**src/rtl/core/edfs_pkg.sv**
```systemverilog
`timescale 1ns / 1ps
// ----------------------------------------------------------------------------
// edfs_pkg
// Shared types and constants for the periodic task scheduler: task slot
// count, field widths, register map and the per-tick result record.
// ----------------------------------------------------------------------------
package edfs_pkg;

   // Register slots in the map, and tasks actually scheduled (1..SLOTS)
   localparam int SLOTS      = 4;
   localparam int TASKS      = 4;
   localparam int SLOT_IDX_W = $clog2(SLOTS);
   localparam int TASK_IDX_W = 2;

   // Field widths
   localparam int WORK_W     = 8;
   localparam int TIME_W     = 16;
   localparam int CSR_ADDR_W = 8;
   localparam int CSR_DATA_W = 8;
   localparam int REQ_TDATA_W = 8;
   localparam int RSP_TDATA_W = 24;

   // Register map: execution times first, then periods
   localparam int REG_EXEC_BASE   = 0;
   localparam int REG_PERIOD_BASE = SLOTS;

   typedef logic [WORK_W-1:0]     work_type;
   typedef logic [TIME_W-1:0]     time_type;
   typedef logic [TASK_IDX_W-1:0] task_idx_type;

   typedef work_type [SLOTS-1:0]  slot_regs_type;

   // Result of one tick
   typedef struct packed {
      time_type     tick_time;
      logic         switched;
      logic         idle;
      task_idx_type running_task;
   } result_type;

endpackage

```
**src/rtl/core/edfs_csr.sv**
```systemverilog
`timescale 1ns / 1ps
// ----------------------------------------------------------------------------
// edfs_csr
// Configuration register file: execution time and period of each task slot.
// Writes to indexes outside the map are accepted and dropped.
// ----------------------------------------------------------------------------
module edfs_csr
   import edfs_pkg::*;
(
   input  logic                  clock,
   input  logic                  reset,
   input  logic                  csr_valid,
   output logic                  csr_ready,
   input  logic [CSR_ADDR_W-1:0] csr_index,
   input  logic [CSR_DATA_W-1:0] csr_data,
   output slot_regs_type         exec_time,
   output slot_regs_type         period
);

   slot_regs_type exec_time_ff, exec_time_in;
   slot_regs_type period_ff, period_in;
   logic          wr_en;

   // Always able to take a write transaction
   assign csr_ready = 1'b1;
   assign wr_en     = csr_valid & csr_ready;

   // Decode the index against each slot
   always_comb begin
      exec_time_in = exec_time_ff;
      period_in    = period_ff;
      for (int k = 0; k < SLOTS; k++) begin
         if (wr_en && csr_index == CSR_ADDR_W'(REG_EXEC_BASE + k)) begin
            exec_time_in[k] = csr_data[WORK_W-1:0];
         end
         if (wr_en && csr_index == CSR_ADDR_W'(REG_PERIOD_BASE + k)) begin
            period_in[k] = csr_data[WORK_W-1:0];
         end
      end
   end

   always_ff @(posedge clock) begin
      if (reset) begin
         for (int k = 0; k < SLOTS; k++) begin
            exec_time_ff[k] <= work_type'(1);
            period_ff[k]    <= '0;
         end
      end else begin
         exec_time_ff <= exec_time_in;
         period_ff    <= period_in;
      end
   end

   assign exec_time = exec_time_ff;
   assign period    = period_ff;

endmodule

```
**src/rtl/core/edfs_sched.sv**
```systemverilog
`timescale 1ns / 1ps
// ----------------------------------------------------------------------------
// edfs_sched
// Task state and one-tick scheduling pass: release expired tasks, pick the
// ready task with the nearest next release, retire one tick of its work
// and step the countdowns and time base.
// ----------------------------------------------------------------------------
module edfs_sched
   import edfs_pkg::*;
(
   input  logic          clock,
   input  logic          reset,
   input  logic          tick,
   input  logic          restart,
   input  slot_regs_type exec_time,
   input  slot_regs_type period,
   output result_type    result
);

   work_type [TASKS-1:0] rem_ff, rem_in;
   work_type [TASKS-1:0] cd_ff, cd_in;
   logic     [TASKS-1:0] rdy_ff, rdy_in;
   logic                 prev_idle_ff, prev_idle_in;
   task_idx_type         prev_idx_ff, prev_idx_in;
   time_type             time_ff, time_in;

   // Next-state and result logic for one tick
   always_comb begin
      work_type [TASKS-1:0] rem;
      work_type [TASKS-1:0] cd;
      logic     [TASKS-1:0] rdy;
      logic                 prev_idle;
      task_idx_type         prev_idx;
      time_type             now;
      logic                 found;
      task_idx_type         pick;
      work_type             best;

      // Restart clears run state before the tick
      rem       = restart ? '0 : rem_ff;
      cd        = restart ? '0 : cd_ff;
      rdy       = restart ? '0 : rdy_ff;
      prev_idle = restart ? 1'b1 : prev_idle_ff;
      prev_idx  = prev_idx_ff;
      now       = restart ? '0 : time_ff;

      // Release expired tasks, drop disabled ones
      for (int k = 0; k < TASKS; k++) begin
         if (period[k] == '0) begin
            rdy[k] = 1'b0;
            rem[k] = '0;
            cd[k]  = '0;
         end else if (cd[k] == '0) begin
            if (!rdy[k]) begin
               rem[k] = (exec_time[k] == '0) ? work_type'(1) : exec_time[k];
               rdy[k] = 1'b1;
            end
            cd[k] = period[k];
         end
      end

      // Nearest release wins, lower index on ties
      found = 1'b0;
      pick  = '0;
      best  = '0;
      for (int k = 0; k < TASKS; k++) begin
         if (rdy[k] && (!found || cd[k] < best)) begin
            found = 1'b1;
            pick  = task_idx_type'(k);
            best  = cd[k];
         end
      end

      result.running_task = pick;
      result.idle         = !found;
      result.switched     = (found == prev_idle) || (found && pick != prev_idx);
      result.tick_time    = now;

      // Retire one tick of work on the chosen task
      for (int k = 0; k < TASKS; k++) begin
         if (found && pick == task_idx_type'(k)) begin
            if (rem[k] <= work_type'(1)) begin
               rem[k] = '0;
               rdy[k] = 1'b0;
            end else begin
               rem[k] = rem[k] - work_type'(1);
            end
         end
      end

      // Step countdowns of enabled tasks
      for (int k = 0; k < TASKS; k++) begin
         if (period[k] != '0 && cd[k] != '0) begin
            cd[k] = cd[k] - work_type'(1);
         end
      end

      // Hold unless a tick transaction is taken
      rem_in       = tick ? rem : rem_ff;
      cd_in        = tick ? cd : cd_ff;
      rdy_in       = tick ? rdy : rdy_ff;
      prev_idle_in = tick ? !found : prev_idle_ff;
      prev_idx_in  = tick ? pick : prev_idx;
      time_in      = tick ? now + time_type'(1) : time_ff;
   end

   always_ff @(posedge clock) begin
      if (reset) begin
         rem_ff       <= '0;
         cd_ff        <= '0;
         rdy_ff       <= '0;
         prev_idle_ff <= 1'b1;
         prev_idx_ff  <= '0;
         time_ff      <= '0;
      end else begin
         rem_ff       <= rem_in;
         cd_ff        <= cd_in;
         rdy_ff       <= rdy_in;
         prev_idle_ff <= prev_idle_in;
         prev_idx_ff  <= prev_idx_in;
         time_ff      <= time_in;
      end
   end

endmodule

```
**src/rtl/core/edfs_out_reg.sv**
```systemverilog
`timescale 1ns / 1ps
// ----------------------------------------------------------------------------
// edfs_out_reg
// Result register on the output stream. Loads a new result in the same
// cycle the held one is taken; one tick per cycle while rsp_tready is high.
// ----------------------------------------------------------------------------
module edfs_out_reg
   import edfs_pkg::*;
(
   input  logic                   clock,
   input  logic                   reset,
   input  logic                   load,
   input  result_type             result,
   output logic                   space,
   output logic                   rsp_tvalid,
   input  logic                   rsp_tready,
   output logic [RSP_TDATA_W-1:0] rsp_tdata
);

   logic       valid_ff, valid_in;
   result_type data_ff, data_in;

   // Room when empty or when the held result leaves this cycle
   assign space = !valid_ff || rsp_tready;

   always_comb begin
      valid_in = load || (valid_ff && !rsp_tready);
      data_in  = load ? result : data_ff;
   end

   always_ff @(posedge clock) begin
      if (reset) begin
         valid_ff <= 1'b0;
      end else begin
         valid_ff <= valid_in;
      end
   end

   always_ff @(posedge clock) begin
      data_ff <= data_in;
   end

   assign rsp_tvalid = valid_ff;
   assign rsp_tdata  = RSP_TDATA_W'(data_ff);

endmodule

```
**src/rtl/core/edf_periodic_task_scheduler.sv**
```systemverilog
`timescale 1ns / 1ps
// ----------------------------------------------------------------------------
// edf_periodic_task_scheduler
// Earliest-deadline-first scheduler for periodic tasks. Each request
// transaction is one time tick; each tick yields one response transaction.
//
//   Channel   Direction  Carries
//   req_      in         tick, restart flag
//   rsp_      out        running task, idle, switched, tick time
//   csr_      in         register index and data (exec times, periods)
//
// One tick per cycle unless rsp_ stalls; a tick is scheduled in the cycle it is
// taken and its result appears on rsp_ in the next cycle. The scheduling pass
// (release, four-way nearest-deadline pick, work and countdown update) sets the path.
// Reset clears task state and loads exec time 1, period 0 in all slots.
// A stalled rsp_ holds req_tready low only while its result register is full.
// ----------------------------------------------------------------------------
module edf_periodic_task_scheduler
   import edfs_pkg::*;
(
   input  logic                   clock,
   input  logic                   reset,
   // Tick input
   input  logic                   req_tvalid,
   output logic                   req_tready,
   input  logic [REQ_TDATA_W-1:0] req_tdata,   // [0] restart
   // Tick result
   output logic                   rsp_tvalid,
   input  logic                   rsp_tready,
   output logic [RSP_TDATA_W-1:0] rsp_tdata,   // [1:0] running_task, [2] idle,
                                               // [3] switched, [19:4] tick_time
   // Register writes
   input  logic                   csr_valid,
   output logic                   csr_ready,
   input  logic [CSR_ADDR_W-1:0]  csr_index,
   input  logic [CSR_DATA_W-1:0]  csr_data
);

   slot_regs_type exec_time;
   slot_regs_type period;
   result_type    result;
   logic          space;
   logic          tick;

   // Take a tick whenever the result register has room
   assign req_tready = space;
   assign tick       = req_tvalid & req_tready;

   edfs_csr u_csr (
      .clock     (clock),
      .reset     (reset),
      .csr_valid (csr_valid),
      .csr_ready (csr_ready),
      .csr_index (csr_index),
      .csr_data  (csr_data),
      .exec_time (exec_time),
      .period    (period)
   );

   edfs_sched u_sched (
      .clock     (clock),
      .reset     (reset),
      .tick      (tick),
      .restart   (req_tdata[0]),
      .exec_time (exec_time),
      .period    (period),
      .result    (result)
   );

   edfs_out_reg u_out_reg (
      .clock      (clock),
      .reset      (reset),
      .load       (tick),
      .result     (result),
      .space      (space),
      .rsp_tvalid (rsp_tvalid),
      .rsp_tready (rsp_tready),
      .rsp_tdata  (rsp_tdata)
   );

endmodule
```
**config.mk**
```make
export PLATFORM = sky130hd
export DESIGN_NAME = edf_periodic_task_scheduler
export DESIGN_NICKNAME = d
export VERILOG_FILES = /design/src/rtl/core/edfs_pkg.sv /design/src/rtl/core/edfs_csr.sv /design/src/rtl/core/edfs_sched.sv /design/src/rtl/core/edfs_out_reg.sv /design/src/rtl/core/edf_periodic_task_scheduler.sv
export SDC_FILE = /design/constraint.sdc
export NUM_CORES = 1
export LEC_CHECK = 0
export ABC_AREA = 1
export BUFFER_PORTS_ARGS = -buffer_cell sky130_fd_sc_hd__buf_2
export CORE_MARGIN = 4
export CORE_UTILIZATION = 69
export CTS_BUF_LIST = sky130_fd_sc_hd__clkbuf_8
export CTS_CLUSTER_DIAMETER = 30
export CTS_CLUSTER_SIZE = 25
export DETAILED_ROUTE_END_ITERATION = 8
export PLACE_DENSITY = 0.95
export SYNTH_ARGS = -nofsm -noshare
export SYNTH_HDL_FRONTEND = slang
export SYNTH_SLANG_ARGS = --single-unit
```
**constraint.sdc**
```tcl
create_clock -name clock -period 18.5 [get_ports clock]
set_input_delay 3.7 -clock clock [delete_from_list [all_inputs] [get_ports clock]]
set_output_delay 3.7 -clock clock [all_outputs]
set_load 0.02 [all_outputs]
```
Word level (Yosys, flattened, before mapping)
Index checks and enable logic that the tools add are counted.

word-level totals
  register bits = 172
  input bits = 29
  output and inout bits = 27

operators by class
  add/sub/neg operators = 9
  magnitude comparators = 7
  eq/ne operators = 12
  muxes and demuxes = 67
  bitwise gates (word level) = 1
  reductions and logical operators = 55

operators with widths
  kind                                                             count
  two-way mux 8 bit                                                39
  zero test 8 bit                                                  13
  two-way mux 32 bit                                               2
  nonzero test 8 bit                                               8
  subtractor 8 x 1 -> 8 bit (second input constant)                8
  == test 8 x 3 -> 1 bit (second input constant)                   4
  less-or-equal comparator 8 x 1 -> 1 bit (second input constant)  4
  < comparator 8 bit                                               3
  two-way mux 1 bit                                                22
  logical AND 1 bit                                                21
  adder 16 x 1 -> 16 bit (second input constant)                   1
  == test 8 x 2 -> 1 bit (second input constant)                   2
  two-way mux 16 bit                                               1
  == test 8 x 1 -> 1 bit (second input constant)                   1
  zero test 1 bit                                                  6
  logical OR 1 bit                                                 6
  == test 2 bit (second input constant)                            2
  two-way mux 2 bit                                                2
  two-way mux 4 bit                                                1
  == test 2 x 1 -> 1 bit (second input constant)                   1
  zero test 2 bit                                                  1
  inequality test 2 bit                                            1
  bitwise AND 1 bit                                                1
  == test 1 bit                                                    1

Logic depth before layout (Yosys ltp)
Gate-level depths: netlist (run 1).

  word-level depth = 20
  gate-level depth with buffers = 51
  gate-level depth less buffers = 46

Cells and area by module
A second synthesis (run 1) with hierarchy kept.

unflattened totals
  cells, all modules = 1624
  area total of the unflattened synthesis = 10632.7 um^2

modules (own cells, without submodules)
  module                       instances  cells an instance  area each (um^2)  seq. area each (um^2)
  edfs_sched                   1          1214               7239.4            1741.7
  edfs_csr                     1          378                2708.8            1281.2
  edfs_out_reg                 1          30                 676.9             620.6
  edf_periodic_task_scheduler  1          2                  7.5               0.0

Worst setup path before layout (run 1)
No wires, ideal clock.

  path kind = input-to-reg
  from = input port req_tdata[0]
  to = register u_sched.rem_ff[16] (netlist bit)
  library setup time = 132 ps
  arrival time = 8656 ps
  slack = 9712 ps
  cell stages on the path = 43
  path through = inv_2 > buf_6 > o21ai_1 > nand2_1 > nor2_4 > inv_1 > clkbuf_1 > nor2_1 > nor2_1 > inv_1 > nor2_1 > inv_1 > ha_1 > a21oi_1 > nor2_1 > a211oi_1 > nand2_1 > nand2_2 > [... 7 more ...] > nand2_1 > nand2_2 > nand2_4 > clkbuf_1 > nand2_1 > o21ai_0 > ha_1 > a21oi_1 > nor2_1 > a211oi_1 > nand2_1 > nand2_2 > nand2_2 > nand2_1 > buf_2 > nand3_1 > nand3_1 > a21oi_1

RTL lines
  what                  RTL line                           RTL
  from (decl)           edf_periodic_task_scheduler.sv:26  input logic [REQ_TDATA_W-1:0] req_tdata,
  to (signal assigned)  edfs_sched.sv:116                  rem_ff <= rem_in;
  to (decl)             edfs_sched.sv:20                   work_type [TASKS-1:0] rem_ff, rem_in;

Worst setup path in the final report (run 1)
  from = input port req_tdata[0]
  to = register u_sched.rem_ff[16] (netlist bit)

on the way
  cells in the longest elaborated chain, start to end = 20
  elaborated cells on any way between the ends = 54
  classes of those cells = add/sub (1); order compare (4); eq/ne (1); mux (34); reduce/logical (14)

RTL lines
  what                                                    RTL line          RTL
  two-way mux 32 bit                                      edfs_sched.sv:41  cd = restart ? '0 : cd_ff;
  zero test 8 bit                                         edfs_sched.sv:53  end else if (cd[k] == '0) begin
  two-way mux 8 bit or two-way mux 1 bit (tied branches)  edfs_sched.sv:53
  two-way mux 8 bit or two-way mux 1 bit (tied branches)  edfs_sched.sv:49  if (period[k] == '0) begin
  two-way mux 8 bit or two-way mux 1 bit (tied branches)  edfs_sched.sv:67  if (rdy[k] && (!found || cd[k] < best)) begin
  < comparator 8 bit or zero test 1 bit (tied branches)   edfs_sched.sv:67
  logical OR 1 bit                                        edfs_sched.sv:67
  logical AND 1 bit                                       edfs_sched.sv:67
  [... 4 more ...]                                        --
  two-way mux 8 bit or two-way mux 1 bit (tied branches)  edfs_sched.sv:67
  < comparator 8 bit or zero test 1 bit (tied branches)   edfs_sched.sv:67
  logical OR 1 bit                                        edfs_sched.sv:67
  logical AND 1 bit                                       edfs_sched.sv:67
  two-way mux 2 bit                                       edfs_sched.sv:67
  == test 2 bit                                           edfs_sched.sv:81  if (found && pick == task_idx_type'(k)) begin
  logical AND 1 bit                                       edfs_sched.sv:81
  two-way mux 8 bit *                                     edfs_sched.sv:81

Mark *: on every way between the ends. The rest lies on a longest branch, timed or not.
A chain may end at the register's enable or synchronous reset.

==> results.yml, run 1 <==
run_status:
  status: "finished clean"
logic_synthesis:
  syn_inst: 1529
  ys_seq_area_share_pct: 35.8
  yosys_warnings: 0
  syn_avg_cell_area_sq_um: 6.65
  synth_top_cell_by_area: "dfxtp_1"
  synth.distinct_cells: 50
  netlist_top_cells_area: "dfxtp_1 (30%), nand2_1 (12%), a21oi_1 (7.7%)"
  syn-cell-area_sq_mm: 0.0102
  yosys.area.top_type_share_pct: 29.9
  ys_seq_elements: 172
power:
  ir_drop_mv: 0.0494
  p_per_area_mw_per_mm2: 68.2
  leakagePower_nw: 4.69
final_layout:
  mostFrequentLayoutCells: "nand2_1 (316), nor2_1 (200), inv_1 (161), a21oi_1 (156), dfxtp_1 (152)"
  diodes: 0
  area_growth_pct: 5.36
  layout_commonest_cell: "nand2_1"
  final_nets: 1599
  drive_gt1_share_pct: 7.32
grt:
  grt.overflow.total: 0
  grt_use_met1_pct: 38.8
  grt_max_degree: 107
  antenna_found_initial: 0
  met3_usage_pct: 6.64
  grt_util_met2_pct: 54.7
  grt_usage_pct: 31.8
  grt_pass1_wl_mm: 43.3
  top_usage_layer: "met2"
  grt_pass1_vias: 9384
detailed_routing:
  firstDrtPassIters: 6
  postRouteWirelength_mm: 26.6
  drt_iter0_drc: 1181
  vias: 10400
  post_drt_wl_per_cell_microns: 15.4
  via_per_inst: 6.02
  detail-route-antenna-nets: 0
  drc: 0
timing:
  finalHoldWorstSlack_ns: 0.467
  finClkSkew_ns: 0.0134
  min_period_over_period_pct: 57.1
  slew_violations: 0
  hold_viol_final: 0
  slew_headroom_pct: 31.8
  setup_viol: 0
  finalCriticalPeriod_ns: 10.56
  final.setup.worst_slack_ns: 7.94
  worst_pin_slew_ns: 1.02
  rsz0062_at_grt: "false"
  setup_tns_ns: 0
  fmax_mhz: 94.7
clocking:
  clkLatencyLatePin_ns: 0.49
  cts_max_level: 4
  cts_hold_buf: 0
  cts_buffers: 17
  cts_max_path_buffers: 2
  cts_setup_buffers: 0
  clock-root-buffer: "clkbuf_8"
  cts_resized: 0
  clkSinkCount: 172
  cts.reportedPaths.clkPinSlew_ns: 0.09
  cts_tree: "built"
worst_setup_path:
  crit_path_top_delay_cell: "buf_4"
  critPathMostFrequentCell: "nand2_1"
  required_ns: 18.92
  crit_buf_inv: 4
  crit_family: "simple AND/OR/NAND/NOR gates"
  slowest_delay_ns: 0.64
  critPathKind: "in2reg"
  worst-path-max-fanout: 63
  start_kind: "primary input"
  worstPathArrival_ns: 10.98
  endpoint_kind: "register"
floorplanning:
  die_area_sq_mm: 0.0167
  ios: 56
  die_h_microns: 129
  initial_core_util_pct: 70.2
  core-area_sq_mm: 0.0145
  fp.dieW_microns: 129
  num_rows: 44
placement:
  dp_worst_setup_slack_ns: 7.68
  io_buffers: 43
  hpwl_mm: 18.0
  place.gp.congestion: 0.949
worst_hold_path:
  hp-class: "reg2reg"
run:
  cap_violations: 0
flip-flops by register name, summed over array words and instances (netlist names):
name	count
u_sched.prev_idle_ff	1
u_out_reg.rsp_tdata	20
u_sched.rdy_ff	4
u_csr.period	32
u_csr.exec_time	32
u_sched.time_ff	16
u_sched.rem_ff	32
u_out_reg.rsp_tvalid	1
u_sched.prev_idx_ff	2
u_sched.cd_ff	32
cell usage after synthesis (all sizes together):
| library cell | number |
|---|---|
| clkbuf | 47 |
| o21bai | 1 |
| a21boi | 1 |
| a211oi | 6 |
| clkinv | 6 |
| and3 | 1 |
| o2111ai | 1 |
| nor3b | 3 |
| dfxtp | 152 |
| a21oi | 157 |
| ha | 38 |
| nor3 | 45 |
| a31oi | 21 |
| o31ai | 3 |
| o41ai | 3 |
| nand3 | 63 |
| o211ai | 5 |
| a41o | 1 |
| o22ai | 1 |
| xor2 | 21 |
| or2 | 9 |
| nand4 | 17 |
| nor4 | 18 |
| a311oi | 2 |
| inv | 165 |
| o21a | 1 |
| buf | 21 |
| nor2 | 204 |
| o221a | 1 |
| o311a | 1 |
| xnor2 | 3 |
| o21ai | 162 |
| edfxtp | 20 |
| or3 | 1 |
| nand2 | 326 |
| conb | 2 |
routing by layer:
layer  part of all wire [%]  vias to the layer above
met5                      0                        -
li1                       -                     5070
met2                     49                      529
met3                    8.9                       93
met1                     39                     4697
met4                    3.1                        0
layout make-up:
type	instances	area [sq um]
sequential	172	3640
fill	1139	3760
multi-input combinational	1121	5590
tap	184	230
clock buffer	19	262
clock inverter	11	82.6
inverter	171	643
timing repair buffer	49	260
power breakdown:
part	leakage (nW)	total [mW]	switching, mW	internal (mW)
Combinational	3.08	0.0961	0.0711	0.0250
Sequential	1.43	0.390	0.00463	0.385
Clock	0.187	0.245	0.136	0.109
Total	4.69	0.731	0.212	0.519
stage by stage:
| step | total power, mW | cell area, sq um | util [%] | std cells |
|---|---|---|---|---|
| finish | 0.731 | 10700 | 74.0 | 1727 |
| global route | 0.756 | 10700 | 74.0 | 1727 |
| CTS | 0.729 | 10700 | 74.0 | 1727 |
| detailed placement | 0.491 | 10400 | 71.6 | 1697 |
| global placement | 0.489 | 10400 | 71.6 | 1697 |
| floorplan | 0.468 | 10200 | - | 1532 |
worst min-delay path, stage by stage, from the launching register on:
cell     delay (ns)
dfxtp_1        0.31
nand2_1        0.06
a21oi_1        0.05
cell families after synthesis:
kind of cell	synth area share, %
buf+inv	9.30
other cells	0.0738
fa+ha+maj	4.68
flops	35.8
xor+xnor	2.07
compound gates	19.3
simple gates	28.7
final timing paths:
check / startpoint / cells past startpoint / slack, ns / end
setup / recovery: req_tdata[0] / 36 / 7.94 / u_sched.rem_ff[16]
hold / removal: u_sched.rem_ff[6] / 2 / 0.47 / u_sched.rem_ff[6]
setup reg to reg: u_csr.period[2] / 35 / 11.68 / u_sched.rem_ff[16]
hold reg to reg: u_sched.rem_ff[6] / 2 / 0.47 / u_sched.rem_ff[6]
No activity file was read; power rests on OpenSTA's default activity.
==> run 2: changes to the inputs <==
--- a/config.mk
+++ b/config.mk
@@ -8,12 +8,12 @@
 export ABC_AREA = 1
 export BUFFER_PORTS_ARGS = -buffer_cell sky130_fd_sc_hd__buf_2
 export CORE_MARGIN = 4
-export CORE_UTILIZATION = 69
+export CORE_UTILIZATION = 64
 export CTS_BUF_LIST = sky130_fd_sc_hd__clkbuf_8
 export CTS_CLUSTER_DIAMETER = 30
 export CTS_CLUSTER_SIZE = 25
 export DETAILED_ROUTE_END_ITERATION = 8
-export PLACE_DENSITY = 0.95
+export PLACE_DENSITY = 0.93
 export SYNTH_ARGS = -nofsm -noshare
 export SYNTH_HDL_FRONTEND = slang
 export SYNTH_SLANG_ARGS = --single-unit
==> constraint.sdc (replaced) <==
create_clock -name clock -period 10.1 [get_ports clock]
set_input_delay 2.02 -clock clock [delete_from_list [all_inputs] [get_ports clock]]
set_output_delay 2.02 -clock clock [all_outputs]
set_load 0.02 [all_outputs]
==> run 2 against run 1 <==
Worst setup slack lost 6.4 ns. Critical endpoint is now u_sched.rem_ff[19]. Cell area increased by 1.0%. Register-to-register slack worse by 8.4 ns. Highest routed layer unchanged. First-iteration DRC count fell by 15%. Count of clock-buffer cells in the layout grew 1. Sequential share of layout area decreased by 0.34 points. Core utilization down 3.6 points. Sequential power up 83%. Combinational power is 80% higher. Hold slack better by 0.0045 ns. Critical path type unchanged. Clock skew about the same. Die area grew 7.3%.
==> results.yml, run 2 (same netlist as run 1, synthesis figures left out) <==
run_status:
  status: "finished clean"
timing:
  setup_tns_ns: 0
  finalCriticalPeriod_ns: 8.54
  fmax_mhz: 117
  min_period_over_period_pct: 84.6
  setup_viol: 0
  slew_violations: 0
  hold_viol_final: 0
  worst_pin_slew_ns: 1.18
  slew_headroom_pct: 21.0
  rsz0062_at_grt: "false"
  finClkSkew_ns: 0.0132
floorplanning:
  ios: 56
  num_rows: 45
  initial_core_util_pct: 66.2
  core-area_sq_mm: 0.0154
  fp.dieW_microns: 134
  die_area_sq_mm: 0.0180
  die_h_microns: 134
worst_setup_path:
  crit_path_start: "req_tdata[0]"
  crit_path_top_delay_cell: "nor2_1"
  reg2reg_depth: 36
  slowest_delay_ns: 0.55
  critPathMostFrequentCell: "nand2_1"
  required_ns: 10.49
  start_kind: "primary input"
  reg2reg_slack_ns: 3.24
  endpoint_kind: "register"
  r2r-end: "u_sched.rem_ff[19]"
  worstPathArrival_ns: 8.93
  critPathKind: "in2reg"
  r2r_start: "u_csr.period[4]"
  worst-path-max-fanout: 26
detailed_routing:
  via_per_inst: 5.81
  met1Wirelength_mm: 9.99
  wl_met2_mm: 12.5
  post_drt_wl_per_cell_microns: 14.5
  highest_layer: "met4"
  firstDrtPassIters: 6
  detail-route-antenna-nets: 0
  vias: 10200
  postRouteWirelength_mm: 25.5
  drc: 0
  met3_length_mm: 2.24
  drt_iter0_drc: 1001
clocking:
  clock-root-buffer: "clkbuf_8"
  cts.reportedPaths.clkPinSlew_ns: 0.09
  clkLatencyLatePin_ns: 0.47
  cts_hold_buf: 0
  cts_buffers: 17
  cts_tree: "built"
  clkSinkCount: 172
  cts_max_level: 4
  cts_setup_buffers: 0
  cts_resized: 0
  cts_max_path_buffers: 2
placement:
  hpwl_mm: 17.5
  place_area_sq_mm: 0.0104
  io_buffers: 43
  place.gp.congestion: 0.918
power:
  pwr-share-comb_pct: 12.4
  p_per_area_mw_per_mm2: 129
  ir_drop_mv: 0.119
  p_seq_share_pct: 50.9
  p_clk_share_pct: 36.7
  leakagePower_nw: 4.71
  power_mw: 1.40
  switchingPower_mw: 0.388
  p_sw_share_pct: 27.7
  internal-power_mw: 1.01
grt:
  antenna_found_initial: 0
  grt_pass1_vias: 9359
  grt.overflow.total: 0
  grt_max_degree: 116
  grt_pass1_wl_mm: 42.6
  grt_usage_pct: 28.4
final_layout:
  diodes: 0
  mostFrequentLayoutCells: "nand2_1 (316), nor2_1 (200), inv_1 (159), a21oi_1 (156), dfxtp_1 (152)"
  drive_gt1_share_pct: 7.51
  final_area_sq_mm: 0.0108
  layout_commonest_cell: "nand2_1"
  final_nets: 1599
  fill_cells: 1262
  area_growth_pct: 6.43
worst_hold_path:
  hold_depth: 2
  holdPathEnd: "u_sched.rem_ff[14]"
  hp-class: "reg2reg"
  holdCritStartpoint: "u_sched.rem_ff[14]"
run:
  cap_violations: 0
[run 2: cell types whose count changed in the layout (fill, tap and decap cells not counted), sizes merged]
cell	delta
inv	-2
clkinvlp	+2
bufinv	+2
clkinv	-2
clkbuf	+1
[run 2: layout make-up]
class	count	area (sq um)	area share, %
timing repair buffer	49	260	2.40
clock inverter	11	144	1.33
clock buffer	20	275	2.54
tap	211	264	2.44
multi-input combinational	1121	5590	51.7
inverter	171	643	5.94
sequential	172	3640	33.7
[run 2: per-layer routing]
metal  global-route usage [%]  vias up
met5                        0        -
met4                     11.3        0
li1                         -     5053
met3                     5.74       82
met2                     50.1      463
met1                     34.0     4596
[run 2: power by group through the flow]
stage               Sequential, mW  Clock [mW]  Combinational, mW
global placement             0.729           0              0.165
CTS                          0.714       0.519              0.170
detailed placement           0.730           0              0.169
finish                       0.714       0.514              0.173
global route                 0.715       0.544              0.194
floorplan                    0.733           0              0.123
[run 2: worst max path at each step]
stage,slack (ns),to,depth (start not counted)
finish,1.56,u_sched.rem_ff[19],39
floorplan,2.99,u_sched.rem_ff[16],43
CTS,1.70,u_sched.rem_ff[23],39
global route,0.94,u_sched.rdy_ff[2],38
global placement,1.39,u_sched.rdy_ff[2],36
detailed placement,1.17,u_sched.rem_ff[19],39
[run 2: through the flow]
| stage | hold WS, ns | setup slack, ns | util (%) | instances |
|---|---|---|---|---|
| 6_report | 0.471 | 1.56 | 70.4 | 1755 |
| 5_1_grt | 0.495 | 0.944 | 70.4 | 1755 |
| 4_1_cts | 0.470 | 1.70 | 70.4 | 1755 |
| 3_5_place_dp | 0.457 | 1.17 | 67.7 | 1724 |
| 3_3_place_gp | 0.451 | 1.39 | 67.7 | 1724 |
| 2_1_floorplan | 0.440 | 2.99 | - | 1532 |
[run 2: worst max-delay path, delay by kind of cell]
kind / cells / cell delay [ns]
simple gates: 22 / 3.57
fa+ha+maj: 3 / 0.81
buf+inv: 4 / 0.86
compound gates: 10 / 1.68
